`config.mk`:
```
export PLATFORM = sky130hd
export DESIGN_NAME = mbd_op_fifo
export DESIGN_NICKNAME = d
export VERILOG_FILES = /design/src/hw/rtl/mbd_pkg.sv /design/src/hw/rtl/mbd_op_fifo.sv
export SDC_FILE = /design/constraint.sdc
export NUM_CORES = 1
export LEC_CHECK = 0
export ABC_AREA = 1
export BUFFER_PORTS_ARGS = -buffer_cell sky130_fd_sc_hd__buf_2
export CAP_MARGIN = 20
export CORE_MARGIN = 2
export CORE_UTILIZATION = 28
export CTS_CLUSTER_SIZE = 30
export DETAILED_ROUTE_END_ITERATION = 12
export PLACE_DENSITY = 0.51
export SKIP_CTS_REPAIR_TIMING = 1
export SYNTH_ARGS = -nofsm -noshare
export SYNTH_HDL_FRONTEND = slang
export SYNTH_SLANG_ARGS = --single-unit
```
`constraint.sdc`:
```
create_clock -name clk_i -period 3.65 [get_ports clk_i]
set_clock_uncertainty 0.1 [all_clocks]
set_input_delay 0.1825 -clock clk_i [delete_from_list [all_inputs] [get_ports clk_i]]
set_output_delay 0.1825 -clock clk_i [all_outputs]
set_load 0.01 [all_outputs]
```
`src/hw/rtl/mbd_pkg.sv`:
```
// Shared constants, types and helpers of the 2x2 box-filter downsampler.
package mbd_pkg;

  localparam int unsigned MAX_WIDTH_DEFAULT = 2048;
  localparam int unsigned HEIGHT_LIMIT      = 2048;
  localparam int unsigned RESET_SIZE        = 2048;

  localparam int unsigned CH_W       = 8;
  localparam int unsigned SUM_W      = CH_W + 1;
  localparam int unsigned QUAD_W     = 4 * SUM_W;
  localparam int unsigned CNT_W      = 12;
  localparam int unsigned ROW_W      = 11;
  localparam int unsigned CFG_IDX_W  = 2;
  localparam int unsigned CFG_DATA_W = 12;
  localparam int unsigned OPQ_DEPTH  = 2;

  typedef enum logic [CFG_IDX_W-1:0] {
    CFG_IMAGE_WIDTH  = 2'd0,
    CFG_IMAGE_HEIGHT = 2'd1,
    CFG_PIXEL_FORMAT = 2'd2
  } cfg_reg_e;

  typedef enum logic {
    FMT_RGBA = 1'b0,
    FMT_RGB  = 1'b1
  } pix_fmt_e;

  typedef logic [3:0][CH_W-1:0]  pixel_t;
  typedef logic [3:0][SUM_W-1:0] sum_quad_t;

  typedef struct packed {
    logic is_read;
    logic eor;
    logic eoi;
    logic rgb;
  } op_flags_t;

  function automatic int unsigned line_addr_w(int unsigned max_width);
    int unsigned depth;
    depth = max_width >> 1;
    return (depth > 1) ? $clog2(depth) : 1;
  endfunction

endpackage

```
`src/hw/rtl/mbd_op_fifo.sv`:
```
// Short operation queue between the pixel front end and the line-buffer back end.
module mbd_op_fifo #(
  parameter int unsigned SLOT_W = 10
) (
  input  logic                  clk_i,
  input  logic                  rst_ni,
  input  logic                  push_valid_i,
  output logic                  push_ready_o,
  input  mbd_pkg::op_flags_t    push_flags_i,
  input  logic [SLOT_W-1:0]     push_slot_i,
  input  mbd_pkg::sum_quad_t    push_pair_i,
  output logic                  pop_valid_o,
  input  logic                  pop_ready_i,
  output mbd_pkg::op_flags_t    pop_flags_o,
  output logic [SLOT_W-1:0]     pop_slot_o,
  output mbd_pkg::sum_quad_t    pop_pair_o
);
  import mbd_pkg::*;

  localparam int unsigned PTR_W = (OPQ_DEPTH > 1) ? $clog2(OPQ_DEPTH) : 1;
  localparam int unsigned CNT_QW = $clog2(OPQ_DEPTH + 1);

  op_flags_t         flags_q [OPQ_DEPTH];
  logic [SLOT_W-1:0] slot_q  [OPQ_DEPTH];
  sum_quad_t         pair_q  [OPQ_DEPTH];
  logic [PTR_W-1:0]  wptr_q, wptr_d, rptr_q, rptr_d;
  logic [CNT_QW-1:0] count_q, count_d;
  logic              push, pop;

  assign push_ready_o = (count_q != CNT_QW'(OPQ_DEPTH));
  assign pop_valid_o  = (count_q != '0);
  assign push = push_valid_i && push_ready_o;
  assign pop  = pop_valid_o && pop_ready_i;

  assign pop_flags_o = flags_q[rptr_q];
  assign pop_slot_o  = slot_q[rptr_q];
  assign pop_pair_o  = pair_q[rptr_q];

  always_comb begin
    wptr_d  = wptr_q;
    rptr_d  = rptr_q;
    count_d = count_q;
    if (push) begin
      wptr_d = (wptr_q == PTR_W'(OPQ_DEPTH - 1)) ? '0 : wptr_q + PTR_W'(1);
    end
    if (pop) begin
      rptr_d = (rptr_q == PTR_W'(OPQ_DEPTH - 1)) ? '0 : rptr_q + PTR_W'(1);
    end
    if (push && !pop) begin
      count_d = count_q + CNT_QW'(1);
    end else if (pop && !push) begin
      count_d = count_q - CNT_QW'(1);
    end
  end

  always_ff @(posedge clk_i or negedge rst_ni) begin
    if (!rst_ni) begin
      wptr_q  <= '0;
      rptr_q  <= '0;
      count_q <= '0;
    end else begin
      wptr_q  <= wptr_d;
      rptr_q  <= rptr_d;
      count_q <= count_d;
    end
  end

  always_ff @(posedge clk_i) begin
    if (push) begin
      flags_q[wptr_q] <= push_flags_i;
      slot_q[wptr_q]  <= push_slot_i;
      pair_q[wptr_q]  <= push_pair_i;
    end
  end
endmodule

```
==> flow_summary.yaml <==
drt:
  wl_per_cell_um: 13.0
  drt_wl_total_um: 8190
  drcViolationCount: 0
  num_vias: 2553
  drt_iter0_drc: 126
  drtPass1Iterations: 4
  ant_nets: 0
  drt-vias-per-instance: 4.04
timing:
  finalCriticalPeriod_ns: 2.14
  rsz0062_at_grt: "false"
  worst_slack_ns: 1.51
  timing.final.crit_share_pct: 58.7
  slew_violations: 0
  slew_headroom_pct: 44.9
  finalSetupTns_ns: 0
  tightestPinTransition_ns: 0.825
  finalHoldViolCount: 0
  fmax_mhz: 467
  fin_hold_ws_ns: 0.0108
  setup_viol: 0
grt:
  antenna_found_initial: 0
  grt_first_pass_wirelength_um: 12100
  grt.met1_usage_pct: 14.0
  use_met2_pct: 17.0
  grt.overflow.total: 0
  track_usage_pct: 11.0
  met3_usage_pct: 3.74
  grt_start_max_net_pins: 52
  busiest_layer: "met2"
  grt_pass1_vias: 2304
worst_setup_path:
  worstSetupPathType: "reg2out"
  crit_path_end: "pop_pair_o[13]"
  crit_slowest_cell: "dfrtp_2"
  max_stage_delay_ns: 0.79
  cp_data_required_time_ns: 3.37
  worstReg2RegStart: "count_q[0]"
  reg2reg_to: "pair_q[1][29]"
  end_kind: "output pin"
  critPathMaxFanout: 29
  path_cells: "buf_4 -> nand2_1 -> nand2_1 -> buf_2"
  startpoint_type: "flop"
  startpoint: "rptr_q"
  rr_worst_depth: 5
  cp.depth: 4
  crit_top_cell: "nand2_1"
  r2r_setup_slack_ns: 1.65
  critPathTopFamily: "flip-flops"
  critical_path_arrival_ns: 1.86
  crit_buf_inv: 2
cells_and_area:
  postLayoutCoreUtil_pct: 39.0
  area_delta_synth_final_pct: 36.3
  most-common-layout-cells: "nand2_1 (137), buf_2 (105), edfxtp_1 (100)"
  drive_above_1_share_pct: 32.1
  layout_commonest_cell: "nand2_1"
  diodes: 0
  fin_nets: 504
floorplanning:
  start_util_pct: 28.6
  core_um2: 13900
  ios: 106
  die_h_um: 123
  die_area_um2: 15200
  chipWidth_um: 123
  fp-row-count: 43
job:
  max-cap-violations: 0
hold_path:
  hp-class: "in2reg"
  min_from: "pop_ready_i"
pwr:
  p_sw_share_pct: 34.5
  pwr-share-comb_pct: 33.4
  switchingPower_mw: 1.34
  p_seq_share_pct: 45.4
  ir_worst_vdd_mv: 0.241
  powerDensity_nw_per_um2: 719
  p_int_mw: 2.55
  pwr-share-clk_pct: 21.2
  p_leak_nw: 2.28
  finalPower_mw: 3.90
logic_synthesis:
  yosysTopAreaCellShare_pct: 75.5
  syn_avg_cell_area_um2: 13.7
  yosysWarnings: 0
  syn_area_um2: 3980
  netlist_instances: 290
  ys_types: 16
  synth_seq_cells: 104
  synth_fp_nets: 345
  synth_top_area_cell: "edfxtp_1"
  synthTopCellsByArea: "edfxtp_1 (76%), nand2_1 (13%), nand2_2 (3.6%)"
  yosysSeqAreaShare_pct: 78.1
clock_tree:
  clk_latency_ns: 0.34
  numCtsBuffers: 9
  clk_path_buf_depth: 2
  clkTransAtPathRegs_ns: 0.06
  cts.htree.levels: 3
  root_buffer: "clkbuf_16"
  cts_tree: "yes"
  clock_sinks: 104
placed_design:
  gp_congestion: 0.652
  dpl_worst_slack_ns: 1.60
  port_buffers: 105
  dpl.hpwl_um: 4960
run_status:
  status: "finished, final reports clean"
-- final cells by class --
cell class / count / area (um2)
fillers: 1348 / 8460
flip-flops and latches: 104 / 3100
repair buffers: 159 / 1080
multi-input cells: 168 / 727
clock buffers: 11 / 233
well taps: 180 / 225
inverters: 7 / 33.8
clock inverters: 3 / 11.3
-- flip-flops by register name (all words and copies together) (netlist names) --
register  cells
slot_q       20
pair_q       72
count_q       2
wptr_q        1
rptr_q        1
flags_q       8
-- Yosys cell counts --
cell and count:
dfrtp_1 4, xnor2_1 1, nand2_1 137, xor2_1 1
nor2_1 2, nand4_1 1, edfxtp_1 100, inv_2 1
inv_8 1, buf_6 5, nand3_1 2, buf_12 2
inv_1 5, ha_1 1, nand2_2 23, buf_4 4
-- power groups by stage --
stage,clock network [mW],registers (mW),logic [mW]
after global placement,0,1.79,1.30
after global routing,0.915,1.80,1.48
final,0.828,1.77,1.30
after CTS,0.860,1.78,1.31
after floorplan,0,1.74,0.900
after detailed placement,0,1.80,1.31
-- worst reg2reg max path, delay by kind of cell, from the launching register on --
family                 cells  cell delay (ns)
and+or+nand+nor            3             0.83
buffers and inverters      2             0.37
DFF                        1             0.40
-- logic make-up (layout without fill, tap and decap cells) --
logic type / after synthesis / in the layout / synth area share (%)
fa+ha+maj: 1 / 1 / 0.315
simple gates: 165 / 165 / 17.2
buf+inv: 18 / 180 / 4.03
xor+xnor: 2 / 2 / 0.441
flops: 104 / 104 / 78.1
-- metrics by stage --
step	std cells	cell area, um2
2_1_floorplan	290	3980
3_3_place_gp	567	4660
3_5_place_dp	567	4660
4_1_cts	581	4910
5_1_grt	632	5420
6_report	632	5420
-- routing by layer --
layer	vias up	wire length, um
li1	1285	-
met1	1197	3730
met2	60	3930
met3	11	433
met4	0	92
met5	-	0
-- worst min path at each step --
| stage | endpoint | slack [ns] | cells past startpoint |
|---|---|---|---|
| after floorplan | count_q[0] | -0.21 | 0 |
| after global placement | count_q[0] | -0.10 | 1 |
| after detailed placement | count_q[0] | -0.10 | 1 |
| after CTS | count_q[0] | -0.48 | 1 |
| after global routing | rptr_q | 0.03 | 3 |
| final | rptr_q | 0.01 | 3 |
Note: power is estimated with default switching activity, not from simulation.
