==> src/hw/rtl/mbd_pkg.sv <==
// Shared constants, types and helpers of the 2x2 box-filter downsampler.
package mbd_pkg;

  localparam int unsigned MAX_WIDTH_DEFAULT = 2048;
  localparam int unsigned HEIGHT_LIMIT      = 2048;
  localparam int unsigned RESET_SIZE        = 2048;

  localparam int unsigned CH_W       = 8;
  localparam int unsigned SUM_W      = CH_W + 1;
  localparam int unsigned QUAD_W     = 4 * SUM_W;
  localparam int unsigned CNT_W      = 12;
  localparam int unsigned ROW_W      = 11;
  localparam int unsigned CFG_IDX_W  = 2;
  localparam int unsigned CFG_DATA_W = 12;
  localparam int unsigned OPQ_DEPTH  = 2;

  typedef enum logic [CFG_IDX_W-1:0] {
    CFG_IMAGE_WIDTH  = 2'd0,
    CFG_IMAGE_HEIGHT = 2'd1,
    CFG_PIXEL_FORMAT = 2'd2
  } cfg_reg_e;

  typedef enum logic {
    FMT_RGBA = 1'b0,
    FMT_RGB  = 1'b1
  } pix_fmt_e;

  typedef logic [3:0][CH_W-1:0]  pixel_t;
  typedef logic [3:0][SUM_W-1:0] sum_quad_t;

  typedef struct packed {
    logic is_read;
    logic eor;
    logic eoi;
    logic rgb;
  } op_flags_t;

  function automatic int unsigned line_addr_w(int unsigned max_width);
    int unsigned depth;
    depth = max_width >> 1;
    return (depth > 1) ? $clog2(depth) : 1;
  endfunction

endpackage

==> src/hw/rtl/mbd_pix_if.sv <==
// Valid/ready channel interfaces for source pixels and downsampled pixels.
interface mbd_pix_in_if;
  logic       valid;
  logic       ready;
  logic       start_of_image;
  logic [7:0] red_in;
  logic [7:0] green_in;
  logic [7:0] blue_in;
  logic [7:0] alpha_in;

  modport source (
    output valid, start_of_image, red_in, green_in, blue_in, alpha_in,
    input  ready
  );
  modport sink (
    input  valid, start_of_image, red_in, green_in, blue_in, alpha_in,
    output ready
  );
endinterface


==> src/hw/rtl/mbd_front.sv <==
// Front end: configuration registers, raster counters, pair sums and operation issue.
module mbd_front #(
  parameter int unsigned MAX_WIDTH = mbd_pkg::MAX_WIDTH_DEFAULT,
  parameter int unsigned SLOT_W = mbd_pkg::line_addr_w(MAX_WIDTH)
) (
  input  logic                             clk_i,
  input  logic                             rst_ni,
  input  logic                             cfg_we_i,
  input  logic [mbd_pkg::CFG_IDX_W-1:0]    cfg_index_i,
  input  logic [mbd_pkg::CFG_DATA_W-1:0]   cfg_data_i,
  mbd_pix_in_if.sink                       pix_i,
  output logic                             op_valid_o,
  input  logic                             op_ready_i,
  output mbd_pkg::op_flags_t               op_flags_o,
  output logic [SLOT_W-1:0]                op_slot_o,
  output mbd_pkg::sum_quad_t               op_pair_o
);
  import mbd_pkg::*;

  localparam int unsigned WCAP = (MAX_WIDTH > 4095) ? 4095 : MAX_WIDTH;

  logic [CNT_W-1:0] width_q, height_q;
  pix_fmt_e         fmt_q;
  logic [CNT_W-1:0] col_q, col_d, col_cur;
  logic [ROW_W-1:0] row_q, row_d, row_cur;
  pixel_t           left_q, px;
  logic [CNT_W-1:0] w_eff, h_eff, w_last, h_last, even_w, even_h, row_ext;
  logic             in_area, accept;

  always_ff @(posedge clk_i or negedge rst_ni) begin
    if (!rst_ni) begin
      width_q  <= CNT_W'(RESET_SIZE);
      height_q <= CNT_W'(RESET_SIZE);
      fmt_q    <= FMT_RGBA;
    end else if (cfg_we_i) begin
      case (cfg_reg_e'(cfg_index_i))
        CFG_IMAGE_WIDTH:  width_q  <= cfg_data_i;
        CFG_IMAGE_HEIGHT: height_q <= cfg_data_i;
        CFG_PIXEL_FORMAT: fmt_q    <= pix_fmt_e'(cfg_data_i[0]);
        default: ;
      endcase
    end
  end

  always_comb begin
    if (width_q == '0) begin
      w_eff = CNT_W'(1);
    end else if (width_q > CNT_W'(WCAP)) begin
      w_eff = CNT_W'(WCAP);
    end else begin
      w_eff = width_q;
    end
    if (height_q == '0) begin
      h_eff = CNT_W'(1);
    end else if (height_q > CNT_W'(HEIGHT_LIMIT)) begin
      h_eff = CNT_W'(HEIGHT_LIMIT);
    end else begin
      h_eff = height_q;
    end
  end

  assign w_last  = w_eff - CNT_W'(1);
  assign h_last  = h_eff - CNT_W'(1);
  assign even_w  = {w_eff[CNT_W-1:1], 1'b0};
  assign even_h  = {h_eff[CNT_W-1:1], 1'b0};

  assign col_cur = pix_i.start_of_image ? '0 : col_q;
  assign row_cur = pix_i.start_of_image ? '0 : row_q;
  assign row_ext = {{(CNT_W - ROW_W){1'b0}}, row_cur};

  assign px = {pix_i.alpha_in, pix_i.blue_in, pix_i.green_in, pix_i.red_in};

  assign in_area = col_cur[0] && (col_cur < even_w) && (row_ext < even_h);
  assign accept  = pix_i.valid && pix_i.ready;

  assign pix_i.ready = op_ready_i;
  assign op_valid_o  = pix_i.valid && in_area;
  assign op_slot_o   = SLOT_W'(col_cur >> 1);

  always_comb begin
    for (int k = 0; k < 4; k++) begin
      op_pair_o[k] = {1'b0, left_q[k]} + {1'b0, px[k]};
    end
    op_flags_o.is_read = row_cur[0];
    op_flags_o.eor     = (col_cur == even_w - CNT_W'(1));
    op_flags_o.eoi     = op_flags_o.eor && (row_ext == even_h - CNT_W'(1));
    op_flags_o.rgb     = (fmt_q == FMT_RGB);
  end

  always_comb begin
    col_d = col_q;
    row_d = row_q;
    if (accept) begin
      if (col_cur >= w_last) begin
        col_d = '0;
        row_d = (row_ext >= h_last) ? '0 : row_cur + ROW_W'(1);
      end else begin
        col_d = col_cur + CNT_W'(1);
        row_d = row_cur;
      end
    end
  end

  always_ff @(posedge clk_i or negedge rst_ni) begin
    if (!rst_ni) begin
      col_q  <= '0;
      row_q  <= '0;
      left_q <= '0;
    end else begin
      col_q <= col_d;
      row_q <= row_d;
      if (accept && !col_cur[0]) begin
        left_q <= px;
      end
    end
  end
endmodule

==> src/flat_wrapper.sv <==
// flat-port wrapper written by rule: the top's interface ports become plain ports
module mbd_front_flat import mbd_pkg::*;
#(
  parameter int unsigned MAX_WIDTH = mbd_pkg::MAX_WIDTH_DEFAULT,
  parameter int unsigned SLOT_W = mbd_pkg::line_addr_w(MAX_WIDTH)
)
  (clk_i, rst_ni, cfg_we_i, cfg_index_i, cfg_data_i, op_valid_o, op_ready_i, op_flags_o, op_slot_o, op_pair_o, pix_i_valid, pix_i_start_of_image, pix_i_red_in, pix_i_green_in, pix_i_blue_in, pix_i_alpha_in, pix_i_ready);
  mbd_pix_in_if pix_i_i ();
  input  logic clk_i;
  input  logic rst_ni;
  input  logic cfg_we_i;
  input  logic [mbd_pkg::CFG_IDX_W-1:0] cfg_index_i;
  input  logic [mbd_pkg::CFG_DATA_W-1:0] cfg_data_i;
  output logic op_valid_o;
  input  logic op_ready_i;
  output mbd_pkg::op_flags_t op_flags_o;
  output logic [SLOT_W-1:0] op_slot_o;
  output mbd_pkg::sum_quad_t op_pair_o;
  input wire logic [$bits(pix_i_i.valid)-1:0] pix_i_valid;
  input wire logic [$bits(pix_i_i.start_of_image)-1:0] pix_i_start_of_image;
  input wire logic [$bits(pix_i_i.red_in)-1:0] pix_i_red_in;
  input wire logic [$bits(pix_i_i.green_in)-1:0] pix_i_green_in;
  input wire logic [$bits(pix_i_i.blue_in)-1:0] pix_i_blue_in;
  input wire logic [$bits(pix_i_i.alpha_in)-1:0] pix_i_alpha_in;
  output wire logic [$bits(pix_i_i.ready)-1:0] pix_i_ready;
  assign pix_i_i.valid = pix_i_valid;
  assign pix_i_i.start_of_image = pix_i_start_of_image;
  assign pix_i_i.red_in = pix_i_red_in;
  assign pix_i_i.green_in = pix_i_green_in;
  assign pix_i_i.blue_in = pix_i_blue_in;
  assign pix_i_i.alpha_in = pix_i_alpha_in;
  assign pix_i_ready = pix_i_i.ready;
  mbd_front #(.MAX_WIDTH(MAX_WIDTH), .SLOT_W(SLOT_W)) u_core (.clk_i(clk_i), .rst_ni(rst_ni), .cfg_we_i(cfg_we_i), .cfg_index_i(cfg_index_i), .cfg_data_i(cfg_data_i), .pix_i(pix_i_i), .op_valid_o(op_valid_o), .op_ready_i(op_ready_i), .op_flags_o(op_flags_o), .op_slot_o(op_slot_o), .op_pair_o(op_pair_o));
endmodule
==> config.mk <==
export PLATFORM = sky130hd
export DESIGN_NAME = mbd_front_flat
export DESIGN_NICKNAME = d
export VERILOG_FILES = /design/src/hw/rtl/mbd_pkg.sv /design/src/hw/rtl/mbd_pix_if.sv /design/src/hw/rtl/mbd_front.sv /design/src/flat_wrapper.sv
export SDC_FILE = /design/constraint.sdc
export NUM_CORES = 1
export LEC_CHECK = 0
export ABC_AREA = 1
export BUFFER_PORTS_ARGS = -buffer_cell sky130_fd_sc_hd__buf_2
export CAP_MARGIN = 20
export CORE_ASPECT_RATIO = 1.25
export CORE_UTILIZATION = 25
export DETAILED_ROUTE_END_ITERATION = 12
export PLACE_DENSITY = 0.48
export RECOVER_POWER = 25
export SLEW_MARGIN = 5
export SYNTH_ARGS = -nofsm -noshare
export SYNTH_HDL_FRONTEND = slang
export SYNTH_SLANG_ARGS = --single-unit
==> constraint.sdc <==
create_clock -name clk_i -period 4.65 [get_ports clk_i]
set_input_delay 0.2325 -clock clk_i [delete_from_list [all_inputs] [get_ports clk_i]]
set_output_delay 0.2325 -clock clk_i [all_outputs]
set_load 0.01 [all_outputs]
==> tab_implementation.tex <==
\begin{tabular}{lr}
\hline
Metric & Value \\
\hline
\multicolumn{2}{l}{\textbf{Status}} \\
\quad Result of the run & complete, but fails checks \\
\quad Failing checks & DRC, capacitance limit, slew limit \\
\multicolumn{2}{l}{\textbf{Timing}} \\
\quad Maximum achievable frequency & 252 MHz \\
\quad Min Clock Period, post-route & 3.97 ns \\
\quad Post-route clock period utilization & 0.853 \\
\quad Unrepaired setup endpoints after global routing & false \\
\quad Measured slew at the worst slew-check pin & 2.40 ns \\
\quad Count of endpoints failing hold in the final timing report & 0 \\
\quad Total Neg Setup Slack & 0 ns \\
\quad Post-Route Hold Slack & 0.126 ns \\
\quad Final slew viol count & 40 \\
\quad Max Clock Skew & 0.00788 ns \\
\quad Finish-stage setup viols & 0 \\
\quad Slew HR & -0.603 \\
\multicolumn{2}{l}{\textbf{Drt}} \\
\quad Total length of routed wires & 18900 um \\
\quad Drt wl/cell & 13.5 um \\
\quad Post-detailed-route via-to-cell ratio & 4.49 \\
\quad Number of design rule violations left after detail routing & 16 \\
\quad Vias post-DR & 6287 \\
\quad Post-detailed-route count of antenna-violating nets & 0 \\
\quad Initial DRT Pass Iterations & 9 \\
\quad First-iteration detailed-routing DRC count & 190 \\
\multicolumn{2}{l}{\textbf{Power}} \\
\quad Part of the total power dissipated in combinational logic & 0.458 \\
\quad Net Sw Power & 1.26 mW \\
\quad Total power density per cell area & 379 nW/um\^{}2 \\
\quad Share of total power in sequential cells & 0.288 \\
\quad Clk pwr share & 0.253 \\
\quad Maximum vdd drop & 0.000173 V \\
\quad Leakage power total & 4.28 nW \\
\quad Fraction of power spent switching nets & 0.403 \\
\quad Internal power contribution & 1.87 mW \\
\multicolumn{2}{l}{\textbf{Critical path}} \\
\quad Arrival time at the worst endpoint & 4.20 ns \\
\quad Launching point of the worst reg2reg path & u\_core.width\_q[5] \\
\quad Biggest fanout along the worst timing path & 21 \\
\quad Crit path kind & flop to flop \\
\quad Data required time at the worst endpoint & 4.89 ns \\
\quad Category of the worst setup path launch point & flop \\
\quad Critical path launch point & u\_core.width\_q[5] \\
\quad Critical Path End Type & flop \\
\multicolumn{2}{l}{\textbf{Floorplanning}} \\
\quad Starting Density & 0.254 \\
\quad Vertical die dimension & 189 um \\
\quad Standard cell core area & 27700 um\^{}2 \\
\quad Row count & 68 \\
\quad Area enclosed by the die boundary & 28800 um\^{}2 \\
\quad Count of pins on the block boundary & 104 \\
\quad Die width & 152 um \\
\multicolumn{2}{l}{\textbf{Yosys}} \\
\quad Total of warnings raised by yosys & 0 \\
\quad Post-synth ARST share & 1.00 \\
\quad Distinct cell type count of the synthesized netlist & 40 \\
\quad Leading cell type by number of instances after synthesis & sky130\_fd\_sc\_hd\_\_nand2\_1 \\
\quad Synthesized area per cell & 7.46 um\^{}2 \\
\quad Synthesized net count & 1082 \\
\quad Cell count after synthesis & 942 \\
\quad Top cell types by occurrence after synthesis & 204 x sky130\_fd\_sc\_hd\_\_nand2\_1, 137 x sky130\_fd\_sc\_hd\_\_inv\_1, 90 x sky130\_fd\_sc\_hd\_\_nor2\_1 \\
\quad Number of enable flip-flop cells after synthesis & 0 \\
\quad Library cell occupying the most area in the post-synthesis netlist & sky130\_fd\_sc\_hd\_\_dfrtp\_1 \\
\quad Post-Synthesis Cell Area & 7030 um\^{}2 \\
\quad Sequential area share after synthesis & 0.285 \\
\quad Top cells by area in the synthesized netlist & sky130\_fd\_sc\_hd\_\_dfrtp\_1 28\%, sky130\_fd\_sc\_hd\_\_ha\_1 15\%, sky130\_fd\_sc\_hd\_\_nand2\_1 11\%, sky130\_fd\_sc\_hd\_\_inv\_1 7.3\%, sky130\_fd\_sc\_hd\_\_xor2\_1 6.2\% \\
\quad Area share of the leading cell type in the synthesized netlist & 0.278 \\
\quad Main flop type after synthesis & sky130\_fd\_sc\_hd\_\_dfrtp\_1 \\
\quad Number of register bits inferred by synthesis & 80 \\
\multicolumn{2}{l}{\textbf{Clock network}} \\
\quad CTS tree & yes \\
\quad Clock root buffer & sky130\_fd\_sc\_hd\_\_clkbuf\_16 \\
\quad TritonCTS sink count & 80 \\
\quad TritonCTS Buffers & 9 \\
\quad Buffers inserted during post-CTS setup optimization & 0 \\
\quad Deepest level of the CTS H-tree & 3 \\
\quad Clock buffer depth & 2 \\
\quad Clock-pin slew of the registers on the worst-case setup and hold paths & 0.07 ns \\
\quad Insertion delay to the later sink of the worst-skew pair & 0.35 ns \\
\multicolumn{2}{l}{\textbf{Global route}} \\
\quad Vias in the first global route & 6465 \\
\quad Total gr overflow & 0 \\
\quad GR met1 Demand/Resource & 0.163 \\
\quad Largest net degree at the start of global routing & 43 \\
\quad Layer carrying the most global-route usage & met2 \\
\quad Number of antenna violations at the first check in global routing & 0 \\
\quad Met3 usage & 0.0343 \\
\quad Combined global-route utilization of all metal layers & 0.139 \\
\quad Fraction of met2 tracks used by global routing & 0.252 \\
\quad Wire length of the first global-routing pass & 32100 um \\
\multicolumn{2}{l}{\textbf{Job}} \\
\quad Count of max-cap constraint violations & 1 \\
\multicolumn{2}{l}{\textbf{Placed design}} \\
\quad Placer's final routability congestion estimate & 0.847 \\
\quad Post-detailed-placement half-perimeter wirelength & 14900 um \\
\quad Count of port buffers added during placement & 103 \\
\multicolumn{2}{l}{\textbf{Worst hold path}} \\
\quad Hold Path Class & input pin to flop \\
\quad Start point of the worst min-delay path & pix\_i\_green\_in[7] \\
\multicolumn{2}{l}{\textbf{Final layout}} \\
\quad Final net count & 1185 \\
\quad Share of final-layout standard cells stronger than drive strength 1 & 0.152 \\
\quad Signed area change from the synthesized netlist to the final layout & 17.5\% \\
\quad Number of antenna cells inserted & 0 \\
\hline
\end{tabular}
[sequential cells by signal, summed over array words and instances, names as in the netlist]
name and cells:
u_core.width_q 12, u_core.height_q 12, u_core.row_q 11, u_core.col_q 12, u_core.left_q 32, u_core.fmt_q 1
[path summary, 6_finish.rpt]
kind                                          end  slack (ns)  depth (start not counted)
max in group asynchronous       u_core.left_q[30]        1.89                          3
worst min-delay path            u_core.left_q[15]        0.13                          2
min in group asynchronous       u_core.width_q[8]        1.15                          2
worst min register to register    u_core.row_q[0]        0.48                          2
worst max-delay path              u_core.row_q[7]        0.68                         20
worst max register to register    u_core.row_q[7]        0.68                         20
[cell families (layout without fill, tap and decap cells)]
logic type | Yosys count | after routing | synth area share
xor+xnor | 70 | 70 | 0.0872
fa+ha+maj | 88 | 88 | 0.161
mux | 28 | 28 | 0.0449
compound gates | 137 | 137 | 0.106
buf+inv | 158 | 266 | 0.0879
flops | 80 | 80 | 0.285
simple gates | 381 | 381 | 0.228
[power by group through the flow]
stage	Combinational (mW)	Clock [mW]	Sequential [mW]
floorplan	1.04	0	0.886
global placement	1.45	0	0.913
detailed placement	1.45	0	0.914
CTS	1.46	0.824	0.903
global route	1.67	0.855	0.921
finish	1.44	0.794	0.903
[worst max-delay path, cell delays in order (launching register included)]
cell                       delay [ns]
sky130_fd_sc_hd__dfrtp_1         0.43
sky130_fd_sc_hd__or2_1           0.24
sky130_fd_sc_hd__nor2_1          0.10
sky130_fd_sc_hd__nand2_1         0.08
sky130_fd_sc_hd__nand2_2         0.27
sky130_fd_sc_hd__nand2_1         0.21
sky130_fd_sc_hd__ha_1            0.33
sky130_fd_sc_hd__nand2_1         0.16
sky130_fd_sc_hd__nor2_1          0.07
sky130_fd_sc_hd__xor2_1          0.21
sky130_fd_sc_hd__ha_1            0.28
sky130_fd_sc_hd__a21oi_1         0.15
sky130_fd_sc_hd__o21ai_0         0.09
sky130_fd_sc_hd__nand2_1         0.06
sky130_fd_sc_hd__nand2_1         0.04
sky130_fd_sc_hd__a31oi_1         0.17
sky130_fd_sc_hd__nand2_1         0.43
sky130_fd_sc_hd__nand2_1         0.21
sky130_fd_sc_hd__xor2_1          0.15
sky130_fd_sc_hd__nand3b_1        0.12
sky130_fd_sc_hd__nand2_1         0.05
[placed cells by master (no fill, tap or decap), types with 5 or more instances in the layout]
master                      count
sky130_fd_sc_hd__buf_4          6
sky130_fd_sc_hd__nor2_1        90
sky130_fd_sc_hd__o21ai_0       60
sky130_fd_sc_hd__inv_1        137
sky130_fd_sc_hd__dfrtp_1       78
sky130_fd_sc_hd__xor2_1        50
sky130_fd_sc_hd__a21oi_1       45
sky130_fd_sc_hd__nor3_1         8
sky130_fd_sc_hd__nand4_1        7
sky130_fd_sc_hd__nand3_1       53
sky130_fd_sc_hd__ha_1          84
sky130_fd_sc_hd__nand3b_1       7
sky130_fd_sc_hd__o22ai_1       12
sky130_fd_sc_hd__clkbuf_16      9
sky130_fd_sc_hd__buf_2         99
sky130_fd_sc_hd__xnor2_1       20
sky130_fd_sc_hd__nand2_1      204
sky130_fd_sc_hd__mux2_2        28
sky130_fd_sc_hd__clkbuf_1       5
[layer usage]
| layer | routed length (um) | share of wire | vias to the layer above |
|---|---|---|---|
| met4 | 226 | 0.012 | 0 |
| li1 | - | - | 3255 |
| met5 | 0 | 0 | - |
| met1 | 8330 | 0.44 | 2889 |
| met2 | 9290 | 0.49 | 129 |
| met3 | 1010 | 0.053 | 14 |
[area by class of cell]
| cell class | instances | area, um^2 |
|---|---|---|
| fill | 3014 | 19400 |
| multi-input combinational | 704 | 4410 |
| sequential | 80 | 2000 |
| timing repair buffer | 110 | 566 |
| inverter | 140 | 526 |
| tap | 350 | 438 |
| clock buffer | 10 | 229 |
| clock inverter | 6 | 92.6 |
[metrics by stage]
| stage | total power, mW | setup slack, ns | utilization | instances | cell area [um^2] |
|---|---|---|---|---|---|
| finish | 3.13 | 0.685 | 0.299 | 1400 | 8260 |
| global route | 3.45 | 0.129 | 0.299 | 1400 | 8260 |
| CTS | 3.19 | 0.645 | 0.299 | 1400 | 8270 |
| detailed placement | 2.37 | 0.645 | 0.287 | 1383 | 7940 |
| global placement | 2.36 | 0.705 | 0.287 | 1383 | 7940 |
| floorplan | 1.93 | 1.23 | - | 942 | 7030 |
[timing repair]
| action | in CTS | in global routing |
|---|---|---|
| hold buffers | 1 | 0 |
| hold endpoints to repair | 38 | 0 |
| gates resized for setup | 0 | 0 |
No activity file was read; power rests on OpenSTA's default activity.
